File: config.mk
export PLATFORM = sky130hd
export DESIGN_NAME = grid_boundary_layer_address_walker
export DESIGN_NICKNAME = d
export VERILOG_FILES = /design/src/design/gblaw_pkg.sv /design/src/design/grid_boundary_layer_address_walker.sv
export SDC_FILE = /design/constraint.sdc
export NUM_CORES = 2
export LEC_CHECK = 0
export ABC_AREA = 1
export BUFFER_PORTS_ARGS = -buffer_cell sky130_fd_sc_hd__buf_4
export CAP_MARGIN = 20
export CELL_PAD_IN_SITES_DETAIL_PLACEMENT = 1
export CELL_PAD_IN_SITES_GLOBAL_PLACEMENT = 2
export CORE_UTILIZATION = 35
export CTS_CLUSTER_DIAMETER = 40
export DETAILED_ROUTE_END_ITERATION = 8
export GPL_ROUTABILITY_DRIVEN = 0
export PLACE_DENSITY = 0.77
export SKIP_LAST_GASP = 1
export SYNTH_ARGS = -nofsm -noshare
export SYNTH_HDL_FRONTEND = slang
export SYNTH_SLANG_ARGS = --single-unit
File: constraint.sdc
create_clock -name clk -period 18.3 [get_ports clk]
set_input_delay 0.915 -clock clk [delete_from_list [all_inputs] [get_ports clk]]
set_output_delay 0.915 -clock clk [all_outputs]
set_load 0.005 [all_outputs]
File: src/design/gblaw_pkg.sv
// Shared types and constants of the grid boundary-layer address walker.
`default_nettype none

package gblaw_pkg;

	localparam int CNT_W    = 12;
	localparam int COORD_W  = 14;
	localparam int AXIS_W   = 13;
	localparam int BOUND_W  = 11;
	localparam int SIZE_W   = 25;
	localparam int TS_W     = 16;
	localparam int INDEX_W  = 24;
	localparam int GRID_W   = 36;
	localparam int BACKUP_W = 40;
	localparam int IN_W     = 24;
	localparam int OUT_W    = 80;

	localparam logic [1:0] PH_X    = 2'd0;
	localparam logic [1:0] PH_Z    = 2'd1;
	localparam logic [1:0] PH_Y    = 2'd2;
	localparam logic [1:0] PH_NONE = 2'd3;

	localparam logic [2:0] CFG_ROW_PITCH     = 3'd0;
	localparam logic [2:0] CFG_PLANE_PITCH   = 3'd1;
	localparam logic [2:0] CFG_LOGICAL_NX    = 3'd2;
	localparam logic [2:0] CFG_LOGICAL_NY    = 3'd3;
	localparam logic [2:0] CFG_LOGICAL_NZ    = 3'd4;
	localparam logic [2:0] CFG_BOUND_LENGTH  = 3'd5;
	localparam logic [2:0] CFG_BOUNDARY_SIZE = 3'd6;
	localparam logic [2:0] CFG_IS_3D         = 3'd7;

	typedef logic [CNT_W-1:0] cnt_t;
	typedef logic signed [COORD_W-1:0] coord_t;

	typedef struct packed {
		coord_t ys;
		coord_t ye;
		coord_t zs;
		coord_t ze;
		coord_t xs;
		coord_t xe;
	} range_t;

	typedef struct packed {
		logic       found;
		logic       wrap;
		logic [1:0] phase;
	} settle_t;

endpackage

`default_nettype wire

File: src/design/grid_boundary_layer_address_walker.sv
// Top level of the grid boundary-layer address walker.
`default_nettype none

// Each accepted beat yields one element of a mirrored boundary pair: a grid element
// offset and the backup offset snap_step*boundary_size + running index, with tlast on
// the final element of the sweep. A beat is taken every cycle unless the output stalls;
// its result passes through the position update, multiply and final add registers. The
// walk position (phase, y/z/x counters, near/far side, index) is updated in the cycle
// the beat is taken, and that update loop sets the rate. Phases with empty ranges are
// skipped; if all phases are empty, a beat is consumed and gives no result. The user must
// write registers only while no beat is in flight; the block itself does not enforce this.
module grid_boundary_layer_address_walker
	import gblaw_pkg::*;
#(
	parameter int STENCIL_RADIUS = 4,
	parameter int MAX_AXIS       = 4096
) (
	input  wire logic                clk,
	input  wire logic                arst_n,
	input  wire logic                s_axis_tvalid,
	output logic                     s_axis_tready,
	input  wire logic [IN_W-1:0]     s_axis_tdata,   // snap_step[15:0], restart[16]
	output logic                     m_axis_tvalid,
	input  wire logic                m_axis_tready,
	output logic [OUT_W-1:0]         m_axis_tdata,   // grid_address[35:0], backup_address[75:36]
	output logic                     m_axis_tlast,
	input  wire logic                cfg_we,
	input  wire logic [2:0]          cfg_index,
	input  wire logic [SIZE_W-1:0]   cfg_wdata
);

	localparam coord_t H_C = COORD_W'(STENCIL_RADIUS);
	localparam logic [AXIS_W-1:0] MAX_C = AXIS_W'(MAX_AXIS);

	// Configuration registers
	logic [AXIS_W-1:0]  row_pitch_q;
	logic [SIZE_W-1:0]  plane_pitch_q;
	logic [AXIS_W-1:0]  nx_q, ny_q, nz_q;
	logic [BOUND_W-1:0] bound_q;
	logic [SIZE_W-1:0]  bsize_q;
	logic               is_3d_q;

	// Walk position
	logic [1:0]         phase_q;
	cnt_t               y_q, z_q, x_q;
	logic               mirror_q;
	logic [INDEX_W-1:0] index_q;

	// Pipeline
	logic               v_s1, v_s2, v_s3;
	coord_t             gy_s1, gz_s1, gx_s1;
	logic [TS_W-1:0]    ts_s1;
	logic [INDEX_W-1:0] ei_s1, ei_s2;
	logic               last_s1, last_s2, last_s3;
	logic [GRID_W-1:0]  py_s2, pz_s2, gx_s2, grid_s3;
	logic [BACKUP_W-1:0] pb_s2, backup_s3;

	logic en1, en2, en3, accept;

	logic [AXIS_W-1:0] lnx, lny, lnz;
	coord_t off, bl_s;
	range_t rng [4];
	logic [3:0] ne;

	always_ff @(posedge clk or negedge arst_n) begin
		if (!arst_n) begin
			row_pitch_q   <= AXIS_W'(64);
			plane_pitch_q <= SIZE_W'(4096);
			nx_q          <= AXIS_W'(64);
			ny_q          <= AXIS_W'(1);
			nz_q          <= AXIS_W'(64);
			bound_q       <= '0;
			bsize_q       <= '0;
			is_3d_q       <= 1'b0;
		end else if (cfg_we) begin
			unique case (cfg_index)
				CFG_ROW_PITCH:     row_pitch_q   <= cfg_wdata[AXIS_W-1:0];
				CFG_PLANE_PITCH:   plane_pitch_q <= cfg_wdata;
				CFG_LOGICAL_NX:    nx_q          <= cfg_wdata[AXIS_W-1:0];
				CFG_LOGICAL_NY:    ny_q          <= cfg_wdata[AXIS_W-1:0];
				CFG_LOGICAL_NZ:    nz_q          <= cfg_wdata[AXIS_W-1:0];
				CFG_BOUND_LENGTH:  bound_q       <= cfg_wdata[BOUND_W-1:0];
				CFG_BOUNDARY_SIZE: bsize_q       <= cfg_wdata;
				CFG_IS_3D:         is_3d_q       <= cfg_wdata[0];
				default: ;
			endcase
		end
	end

	assign lnx  = (nx_q > MAX_C) ? MAX_C : nx_q;
	assign lny  = (ny_q > MAX_C) ? MAX_C : ny_q;
	assign lnz  = (nz_q > MAX_C) ? MAX_C : nz_q;
	assign bl_s = {{(COORD_W-BOUND_W){1'b0}}, bound_q};
	assign off  = H_C + bl_s;

	// Ranges of every phase; ends may go negative, which makes the range empty.
	always_comb begin
		range_t base;
		base.ys = is_3d_q ? off : '0;
		base.ye = is_3d_q ? (coord_t'({1'b0, lny}) - off) : coord_t'(1);
		base.zs = off;
		base.ze = coord_t'({1'b0, lnz}) - off;
		base.xs = off;
		base.xe = coord_t'({1'b0, lnx}) - off;
		rng[PH_X] = base;
		rng[PH_X].xs = '0;
		rng[PH_X].xe = H_C;
		rng[PH_Z] = base;
		rng[PH_Z].zs = '0;
		rng[PH_Z].ze = H_C;
		rng[PH_Y] = base;
		rng[PH_Y].ys = '0;
		rng[PH_Y].ye = is_3d_q ? H_C : '0;
		rng[PH_NONE] = base;
		rng[PH_NONE].ys = '0;
		rng[PH_NONE].ye = '0;
		for (int p = 0; p < 4; p++) begin
			ne[p] = (rng[p].ys < rng[p].ye) && (rng[p].zs < rng[p].ze) &&
				(rng[p].xs < rng[p].xe);
		end
	end

	function automatic logic in_range(input range_t r, input cnt_t y, input cnt_t z,
		input cnt_t x);
		coord_t ys, zs, xs;
		ys = coord_t'({2'b0, y});
		zs = coord_t'({2'b0, z});
		xs = coord_t'({2'b0, x});
		return (ys >= r.ys) && (ys < r.ye) && (zs >= r.zs) && (zs < r.ze) &&
			(xs >= r.xs) && (xs < r.xe);
	endfunction

	// Walk forward over phases until one with a non-empty range is found. When every
	// phase is empty the walk still steps five times, which fixes where it is left.
	function automatic settle_t settle(input logic [1:0] p, input logic ok,
		input logic [3:0] nonempty);
		settle_t s;
		logic [1:0] q;
		s.found = ok;
		s.wrap  = 1'b0;
		s.phase = p;
		q = p;
		if (!ok) begin
			for (int i = 0; i < 5; i++) begin
				if (!s.found) begin
					s.wrap  = s.wrap | (q >= PH_Y);
					q       = (q >= PH_Y) ? PH_X : q + 2'd1;
					s.phase = q;
					s.found = nonempty[q];
				end
			end
		end
		return s;
	endfunction

	// Next-state and coordinate logic for the beat being taken.
	logic               restart;
	logic [1:0]         ph_a, ph_b, ph_n;
	cnt_t               y_a, z_a, x_a, y_b, z_b, x_b, y_n, z_n, x_n;
	logic               m_a, m_b, m_n, ok_a, last_n, adv;
	logic [INDEX_W-1:0] ei_a, ei_b, ei_n;
	settle_t            pre, post;
	coord_t             h, ln, mir, gy, gz, gx;
	range_t             r;

	assign restart = s_axis_tdata[TS_W];

	always_comb begin
		ph_a = restart ? PH_X : phase_q;
		y_a  = restart ? rng[PH_X].ys[CNT_W-1:0] : y_q;
		z_a  = restart ? rng[PH_X].zs[CNT_W-1:0] : z_q;
		x_a  = restart ? rng[PH_X].xs[CNT_W-1:0] : x_q;
		m_a  = restart ? 1'b0 : mirror_q;
		ei_a = restart ? '0 : index_q;

		ok_a = in_range(rng[ph_a], y_a, z_a, x_a);
		pre  = settle(ph_a, ok_a, ne);
		ph_b = pre.phase;
		if (ok_a) begin
			y_b = y_a;
			z_b = z_a;
			x_b = x_a;
			m_b = m_a;
		end else begin
			y_b = rng[ph_b].ys[CNT_W-1:0];
			z_b = rng[ph_b].zs[CNT_W-1:0];
			x_b = rng[ph_b].xs[CNT_W-1:0];
			m_b = 1'b0;
		end
		ei_b = pre.wrap ? '0 : ei_a;

		// Mirrored coordinate along the axis that this phase walks.
		gy = coord_t'({2'b0, y_b});
		gz = coord_t'({2'b0, z_b});
		gx = coord_t'({2'b0, x_b});
		if (ph_b == PH_X) begin
			h  = gx;
			ln = coord_t'({1'b0, lnx});
		end else if (ph_b == PH_Z) begin
			h  = gz;
			ln = coord_t'({1'b0, lnz});
		end else begin
			h  = gy;
			ln = coord_t'({1'b0, lny});
		end
		mir = m_b ? (ln - bl_s - coord_t'(1) - h) : (bl_s + h);
		if (ph_b == PH_X) begin
			gx = mir;
		end else if (ph_b == PH_Z) begin
			gz = mir;
		end else begin
			gy = mir;
		end

		r      = rng[ph_b];
		adv    = 1'b0;
		post   = settle(ph_b, 1'b1, ne);
		ph_n   = ph_b;
		y_n    = y_b;
		z_n    = z_b;
		x_n    = x_b;
		m_n    = m_b;
		ei_n   = ei_b;
		last_n = 1'b0;
		if (!pre.found) begin
			// Nothing to walk: the position is left at the start of the last phase tried.
			ei_n = ei_a;
		end else if (!m_b) begin
			m_n  = 1'b1;
			ei_n = ei_b + INDEX_W'(1);
		end else begin
			m_n = 1'b0;
			if (coord_t'({2'b0, x_b}) + coord_t'(1) < r.xe) begin
				x_n = x_b + CNT_W'(1);
			end else begin
				x_n = r.xs[CNT_W-1:0];
				if (coord_t'({2'b0, z_b}) + coord_t'(1) < r.ze) begin
					z_n = z_b + CNT_W'(1);
				end else begin
					z_n = r.zs[CNT_W-1:0];
					if (coord_t'({2'b0, y_b}) + coord_t'(1) < r.ye) begin
						y_n = y_b + CNT_W'(1);
					end else begin
						adv = 1'b1;
					end
				end
			end
			if (adv) begin
				post = settle(ph_b, 1'b0, ne);
				ph_n = post.phase;
				y_n  = rng[post.phase].ys[CNT_W-1:0];
				z_n  = rng[post.phase].zs[CNT_W-1:0];
				x_n  = rng[post.phase].xs[CNT_W-1:0];
			end
			last_n = adv & post.wrap;
			ei_n   = last_n ? '0 : ei_b + INDEX_W'(1);
		end
	end

	assign en3    = !v_s3 || m_axis_tready;
	assign en2    = !v_s2 || en3;
	assign en1    = !v_s1 || en2;
	assign accept = s_axis_tvalid && en1;
	assign s_axis_tready = en1;

	always_ff @(posedge clk or negedge arst_n) begin
		if (!arst_n) begin
			phase_q  <= PH_X;
			y_q      <= '0;
			z_q      <= CNT_W'(STENCIL_RADIUS);
			x_q      <= '0;
			mirror_q <= 1'b0;
			index_q  <= '0;
		end else if (accept) begin
			phase_q  <= ph_n;
			y_q      <= y_n;
			z_q      <= z_n;
			x_q      <= x_n;
			mirror_q <= m_n;
			index_q  <= ei_n;
		end
	end

	always_ff @(posedge clk or negedge arst_n) begin
		if (!arst_n) begin
			v_s1 <= 1'b0;
			v_s2 <= 1'b0;
			v_s3 <= 1'b0;
		end else begin
			if (en1) begin
				v_s1 <= accept && pre.found;
			end
			if (en2) begin
				v_s2 <= v_s1;
			end
			if (en3) begin
				v_s3 <= v_s2;
			end
		end
	end

	// Products are signed so that a far coordinate below zero wraps like the address.
	logic signed [COORD_W+SIZE_W:0]  prod_y;
	logic signed [COORD_W+AXIS_W:0]  prod_z;
	logic [TS_W+SIZE_W-1:0]          prod_b;

	assign prod_y = gy_s1 * $signed({1'b0, plane_pitch_q});
	assign prod_z = gz_s1 * $signed({1'b0, row_pitch_q});
	assign prod_b = ts_s1 * bsize_q;

	always_ff @(posedge clk) begin
		if (en1) begin
			gy_s1   <= gy;
			gz_s1   <= gz;
			gx_s1   <= gx;
			ts_s1   <= s_axis_tdata[TS_W-1:0];
			ei_s1   <= ei_b;
			last_s1 <= last_n;
		end
		if (en2) begin
			py_s2   <= prod_y[GRID_W-1:0];
			pz_s2   <= {{(GRID_W-COORD_W-AXIS_W-1){prod_z[COORD_W+AXIS_W]}}, prod_z};
			gx_s2   <= {{(GRID_W-COORD_W){gx_s1[COORD_W-1]}}, gx_s1};
			pb_s2   <= prod_b[BACKUP_W-1:0];
			ei_s2   <= ei_s1;
			last_s2 <= last_s1;
		end
		if (en3) begin
			grid_s3   <= py_s2 + pz_s2 + gx_s2;
			backup_s3 <= pb_s2 + {{(BACKUP_W-INDEX_W){1'b0}}, ei_s2};
			last_s3   <= last_s2;
		end
	end

	assign m_axis_tvalid = v_s3;
	assign m_axis_tdata  = {{(OUT_W-GRID_W-BACKUP_W){1'b0}}, backup_s3, grid_s3};
	assign m_axis_tlast  = last_s3;

endmodule

`default_nettype wire
* Word level (Yosys, flattened, before mapping) *
Index checks and enable logic that the tools add are counted.

word-level totals
  register bits after elaboration = 483
  output and inout port bits = 83
  logic and storage cells = 300

cells by class
  add/subtract/negate cells = 28
  multiply operators = 3
  $lt $le $gt $ge = 38
  equal/unequal tests = 8
  multiplexer cells = 145
  bitwise gates (word level) = 13
  reduce and logical (&&, ||, !) cells = 30

operators with widths
  operator                                                     number
  binary-select mux 84 bit (select 2 bit)                      3
  2-to-1 mux 12 bit                                            29
  2-to-1 mux 82 bit                                            4
  2-to-1 mux 84 bit                                            2
  2-to-1 mux 24 bit                                            5
  2-to-1 mux 4 bit                                             24
  less-than comparator 13 x 14 -> 1 bit                        6
  adder 36 bit                                                 2
  2-to-1 mux 2 bit                                             36
  2-to-1 mux 13 bit                                            5
  >= comparator 13 x 14 -> 1 bit                               3
  less-than comparator 14 bit                                  3
  subtractor 13 x 12 -> 14 bit                                 3
  adder 40 x 24 -> 40 bit                                      1
  multiplier 16 x 25 -> 40 bit                                 1
  adder 12 x 1 -> 13 bit (second input constant)               3
  > comparator 13 bit (second input constant)                  3
  adder 12 x 1 -> 12 bit (second input constant)               3
  multiplier 14 x 26 -> 36 bit                                 1
  multiplier 14 x 14 -> 28 bit                                 1
  2-to-1 mux 14 bit                                            2
  less-than comparator 2 x 3 -> 1 bit (second input constant)  9
  adder 24 x 1 -> 24 bit (second input constant)               1
  2-to-1 mux 3 bit                                             8
  26 further kinds                                             107

* Longest topological paths before layout *
  word-level depth = 79
  mapped depth = 69
  mapped depth without buffers = 65

* Worst setup path before layout *
No wires, ideal clock.

  kind = register to register
  from = register nx_q[4]
  to = register gx_s1[12], data pin
  setup time = 0.266 ns
  arrival time = 8.357 ns
  setup slack = 9.677 ns
  stages on the path, launching flop included = 65
  buffers on the path = 4
  cell sequence = dfrtp_1 -> nor4_1 -> nand4_1 -> o31ai_1 -> clkinv_1 -> nor2_1 -> inv_1 -> ha_1 -> fa_1 -> nand3b_1 -> nand2_1 -> nand2_1 -> nand2_1 -> a21oi_1 -> o21ai_0 -> xor2_1 -> inv_1 -> ha_1 -> [29 not listed] -> inv_1 -> fa_1 -> inv_1 -> nand3_1 -> and2_1 -> inv_1 -> a21oi_1 -> o21bai_1 -> nand2_1 -> nand2_1 -> a21oi_1 -> o21ai_0 -> a21oi_1 -> nor2_1 -> nor2_1 -> xnor2_1 -> a22oi_1 -> nor2_1

on the way
  cells in the longest elaborated chain, start to end = 31
  elaborated cells on any way between the ends = 62
  those cells by class = add/sub (8); order compare (6); eq/ne (1); mux (42); bitwise (1); reduce/logical (4)

RTL lines
  what                                                                   RTL line                                   RTL
  start, declared                                                        grid_boundary_layer_address_walker.sv:38   logic [AXIS_W-1:0] nx_q, ny_q, nz_q;
  start signal, assigned                                                 grid_boundary_layer_address_walker.sv:79   CFG_LOGICAL_NX: nx_q <= cfg_wdata[AXIS_W-1:0];
  > comparator 13 bit                                                    grid_boundary_layer_address_walker.sv:90   assign lnx = (nx_q > MAX_C) ? MAX_C : nx_q;
  2-to-1 mux 13 bit (*)                                                  grid_boundary_layer_address_walker.sv:90
  branches (longest 29 deep; another with subtractor 13 x 12 -> 14 bit)  -
  end signal, assigned                                                   grid_boundary_layer_address_walker.sv:315  gx_s1 <= gx;
  end, declared                                                          grid_boundary_layer_address_walker.sv:51   coord_t gy_s1, gz_s1, gx_s1;

Mark *: on every way between the ends. The select of a mux whose other input is x is not followed.
A chain may end at the register's enable or synchronous reset.

* Worst setup path after layout *
  from = register nx_q[4]
  to = register index_q[4]

on the way
  cells in the longest elaborated chain, start to end = 58
  elaborated cells on any way between the ends = 135
  those cells by class = add/sub (12); order compare (14); mux (97); bitwise (9); reduce/logical (3)

RTL lines
  what                                    RTL line                                   RTL
  > comparator 13 bit                     grid_boundary_layer_address_walker.sv:90
  2-to-1 mux 13 bit (*)                   grid_boundary_layer_address_walker.sv:90
  subtractor 13 x 12 -> 14 bit (*)        grid_boundary_layer_address_walker.sv:104  base.xe = coord_t'({1'b0, lnx}) - off;
  less-than comparator 13 x 14 -> 1 bit   -
  logical AND 1 bit                       grid_boundary_layer_address_walker.sv:118  ne[p] = (rng[p].ys < rng[p].ye) && (rng[p].zs < rng[p].ze) &&
  binary-select mux 1 bit (select 2 bit)  grid_boundary_layer_address_walker.sv:149  s.found = nonempty[q];
  2-to-1 mux 1 bit (not written as such)  grid_boundary_layer_address_walker.sv:149
  2-to-1 mux 4 bit                        grid_boundary_layer_address_walker.sv:143  if (!ok) begin
  [42 not listed]                         -
  2-to-1 mux 3 bit                        grid_boundary_layer_address_walker.sv:225  if (!pre.found) begin
  2-to-1 mux 3 bit                        grid_boundary_layer_address_walker.sv:248  if (adv) begin
  2-to-1 mux 3 bit                        grid_boundary_layer_address_walker.sv:228  end else if (!m_b) begin
  2-to-1 mux 3 bit                        grid_boundary_layer_address_walker.sv:225
  AND 1 bit                               grid_boundary_layer_address_walker.sv:255  last_n = adv & post.wrap;
  2-to-1 mux 24 bit                       grid_boundary_layer_address_walker.sv:256  ei_n = last_n ? '0 : ei_b + INDEX_W'(1);
  2-to-1 mux 24 bit                       grid_boundary_layer_address_walker.sv:228
  2-to-1 mux 24 bit (*)                   grid_boundary_layer_address_walker.sv:225
  end signal, assigned                    grid_boundary_layer_address_walker.sv:280  index_q <= ei_n;
  end, declared                           grid_boundary_layer_address_walker.sv:47   logic [INDEX_W-1:0] index_q;

Every way passes the cells marked *; elsewhere a longest branch is shown, timed or not. The select of a mux whose other input is x is not followed.

==> reports/results.txt <==
met2 routed WL = 101.8 mm
first-pass GRT wire length = 324.9 mm
largest net degree at the start of global routing = 83
postcts setup bufs = 0
achievable frequency = 78.32 MHz
worst relative slew slack = 21.95%
Layout area overhead = 11.16%
prevailing post-synth register cell = edfxtp_1
Crit-path slowest cell = nor2_8
final wirelength = 211.1 mm
Synth Warn # = 0
CTS root buf = clkbuf_16
async set-reset flop share out of synthesis = 37.27%
# rows = 154
CTS tree = done
DRT iter0 DRCs = 2511
post-synth design cell area = 62680 um^2
die area = 180800 um^2
chip height = 425.2 um
Most Frequent Cell on Critical Path = nand2_1
TritonCTS buffer count = 99
Crit path largest cell delay = 0.60 ns
Initial Util = 35.40%
Pins Over Slew Limit = 0
CTS clk-pin slew, worst paths = 0.06 ns
register area = 13610 um^2
Worst Setup Start Kind = register
IO Port Bufs = 128
Highest Signal Layer = met5
post_cts resized = 0
routed via count = 50530
post-route cell area = 69680 um^2
GRT Util Overall = 23.57%
Sink Count = 483
CP Class = register to register
top-area cell type share of the netlist area = 26.32%
worst-path maximum fanout = 41
count of state elements after synthesis = 483
final setup vio count = 0
synthesized area per cell = 8.201 um^2
part of the cycle the worst path needs = 69.77%
Worst Hold Class = input pin to async pin
CP Data Arrival Time = 13.32 ns
CTS H-Tree Depth = 3
core area = 177100 um^2
register area share after synthesis = 21.71%
Area contributors post-synth = fa_1 26%, edfxtp_1 15%, nand2_1 12%
number of global-route vias before repair = 54750
grt total ovfl = 0
setup_tns = 0 ns
Final Skew = 0.05850 ns
area post-placement = 66010 um^2
Max Cap Violations = 0
Worst-Margin Slew = 1.162 ns
initial antenna violation count = 7
DP HPWL = 163.2 mm
Longest Clk Path Bufs = 3
RSZ-0062 raised after global routing = false
Netlist cell types = 68
EDFF count, synth = 303
Antenna Violating Nets Remaining = 0
met1 wire length = 94.43 mm
Yosys top cell by area = fa_1
num ports = 140
Final nets = 9093
drt drc = 0
fin crit period = 12.77 ns
share of layout cells above drive strength 1 = 7.171%
Syn Inst Count = 7643
clock latency on the worst-skew pair = 0.74 ns
CP required = 18.85 ns
endpoint class of the critical path = register
met3 wire length = 7.895 mm
Post-CTS Hold Buffers = 0
Die Wd = 425.2 um
area occupied by multi-input gates = 41400 um^2
WL/cell = 20.94 um
Via density = 5.012
status = finished, final reports clean
FILL cells = 21020
final-report hold violation count = 0
Initial DRT Pass Iterations = 5
## per-stage QoR
step	setup WS [ns]	util [%]	hold WS, ns	std cells
2_1_floorplan	9.677	-	0.4003	7646
3_3_place_gp	5.909	37.27	0.4046	9890
6_report	5.532	39.35	0.2267	10080
4_1_cts	5.614	39.30	0.1996	10080
5_1_grt	4.951	39.35	0.2370	10080
3_5_place_dp	5.630	37.28	0.4063	9891
## sequential cells by signal (all words and copies together), names as in the netlist, 14 cells and up
register,count
backup_s3,40
bsize_q,25
ei_s1,24
ei_s2,24
grid_s3,36
gx_s1,14
gx_s2,14
gy_s1,14
gz_s1,14
index_q,24
pb_s2,40
plane_pitch_q,25
py_s2,36
pz_s2,28
ts_s1,16
## path summary, 6_finish.rpt
path,startpoint,end,slack (ns),cells after the start
hold / removal,arst_n,index_q[15],0.23,1
setup / recovery,nx_q[4],index_q[4],5.53,54
hold reg to reg,ei_s1[12],ei_s2[12],0.41,0
min in group clk,s_axis_tdata[10],ts_s1[10],0.35,1
max in group asynchronous,arst_n,plane_pitch_q[15],15.88,3
setup reg to reg,nx_q[4],index_q[4],5.53,54
## routing by layer
metal,track usage [%],vias to the layer above
li1,-,23320
met1,30.99,25950
met3,2.715,303
met4,7.266,2
met2,40.38,955
met5,0,-
## Yosys cell counts (13+ instances only)
cell      instances
edfxtp_1        303
a21o_1           13
a21oi_1         275
xnor2_1          69
nand3_1         212
fa_1            824
or2_2            29
nand4_1          60
dfrtp_1         174
a211oi_1         17
buf_2            18
ha_1            557
o21bai_1         15
nor2_1          292
o21ai_1          43
nor3_1           35
inv_1          1668
o21ai_0         303
clkbuf_1        268
nand2_2          18
nand2_1        2004
xor2_1          183
inv_2            31
## cell usage in the layout, fill, tap and decap left out, types with 10 or more instances in the layout
cell / instances
dfrtp_1: 174
nand3_2: 12
or2_2: 29
o211ai_1: 11
nand4_1: 60
inv_1: 1666
a31oi_1: 12
edfxtp_1: 303
o21bai_1: 15
inv_6: 12
a21oi_1: 275
o21ai_1: 43
xnor2_1: 69
nor2_1: 291
clkbuf_16: 99
nand2_4: 14
o22ai_1: 11
nand2_2: 19
xor2_1: 183
buf_4: 219
o21ai_0: 303
bufinv_16: 15
nand2_1: 2001
clkbuf_8: 10
nor3_1: 35
a21o_1: 13
inv_2: 32
nand3_1: 212
a211oi_1: 17
ha_1: 557
clkinv_1: 10
fa_1: 824
nor4_1: 10
clkbuf_1: 10
## cell families (layout without fill, tap and decap cells)
kind of cell | after synthesis | in the layout | share of synthesized area, %
AOI/OAI and AO/OA | 784 | 784 | 7.084
xor gates and xnor gates | 252 | 252 | 3.521
adders and majority gates | 1381 | 1381 | 37.44
buffers and inverters | 2018 | 2112 | 12.28
DFF | 483 | 483 | 21.71
muxes | 1 | 1 | 0.01597
other | 1 | 5 | 0.005983
and+or+nand+nor | 2723 | 2723 | 17.94
## critical path: cells and delay by family, from the launching register on
kind / cells / cell delay, ns
adder cells (fa/ha/maj): 5 / 1.54
XOR/XNOR: 1 / 0.56
buffers and inverters: 8 / 2.30
AO/OA/AOI/OAI: 9 / 2.05
flip-flops: 1 / 0.40
AND/OR/NAND/NOR: 31 / 5.66
## cell type report
type	instances	share of cell area, %
Antenna cell	1	0.003592
Clock buffer	118	3.787
Timing Repair Buffer	224	2.519
Sequential cell	483	19.53
Tap cell	2340	4.202
Inverter	1702	9.176
Multi-Input combinational cell	5145	59.42
Clock inverter	68	1.356
Power is not shown: default switching activity piles up to over one toggle a cycle in this logic, so the estimate is an artifact.
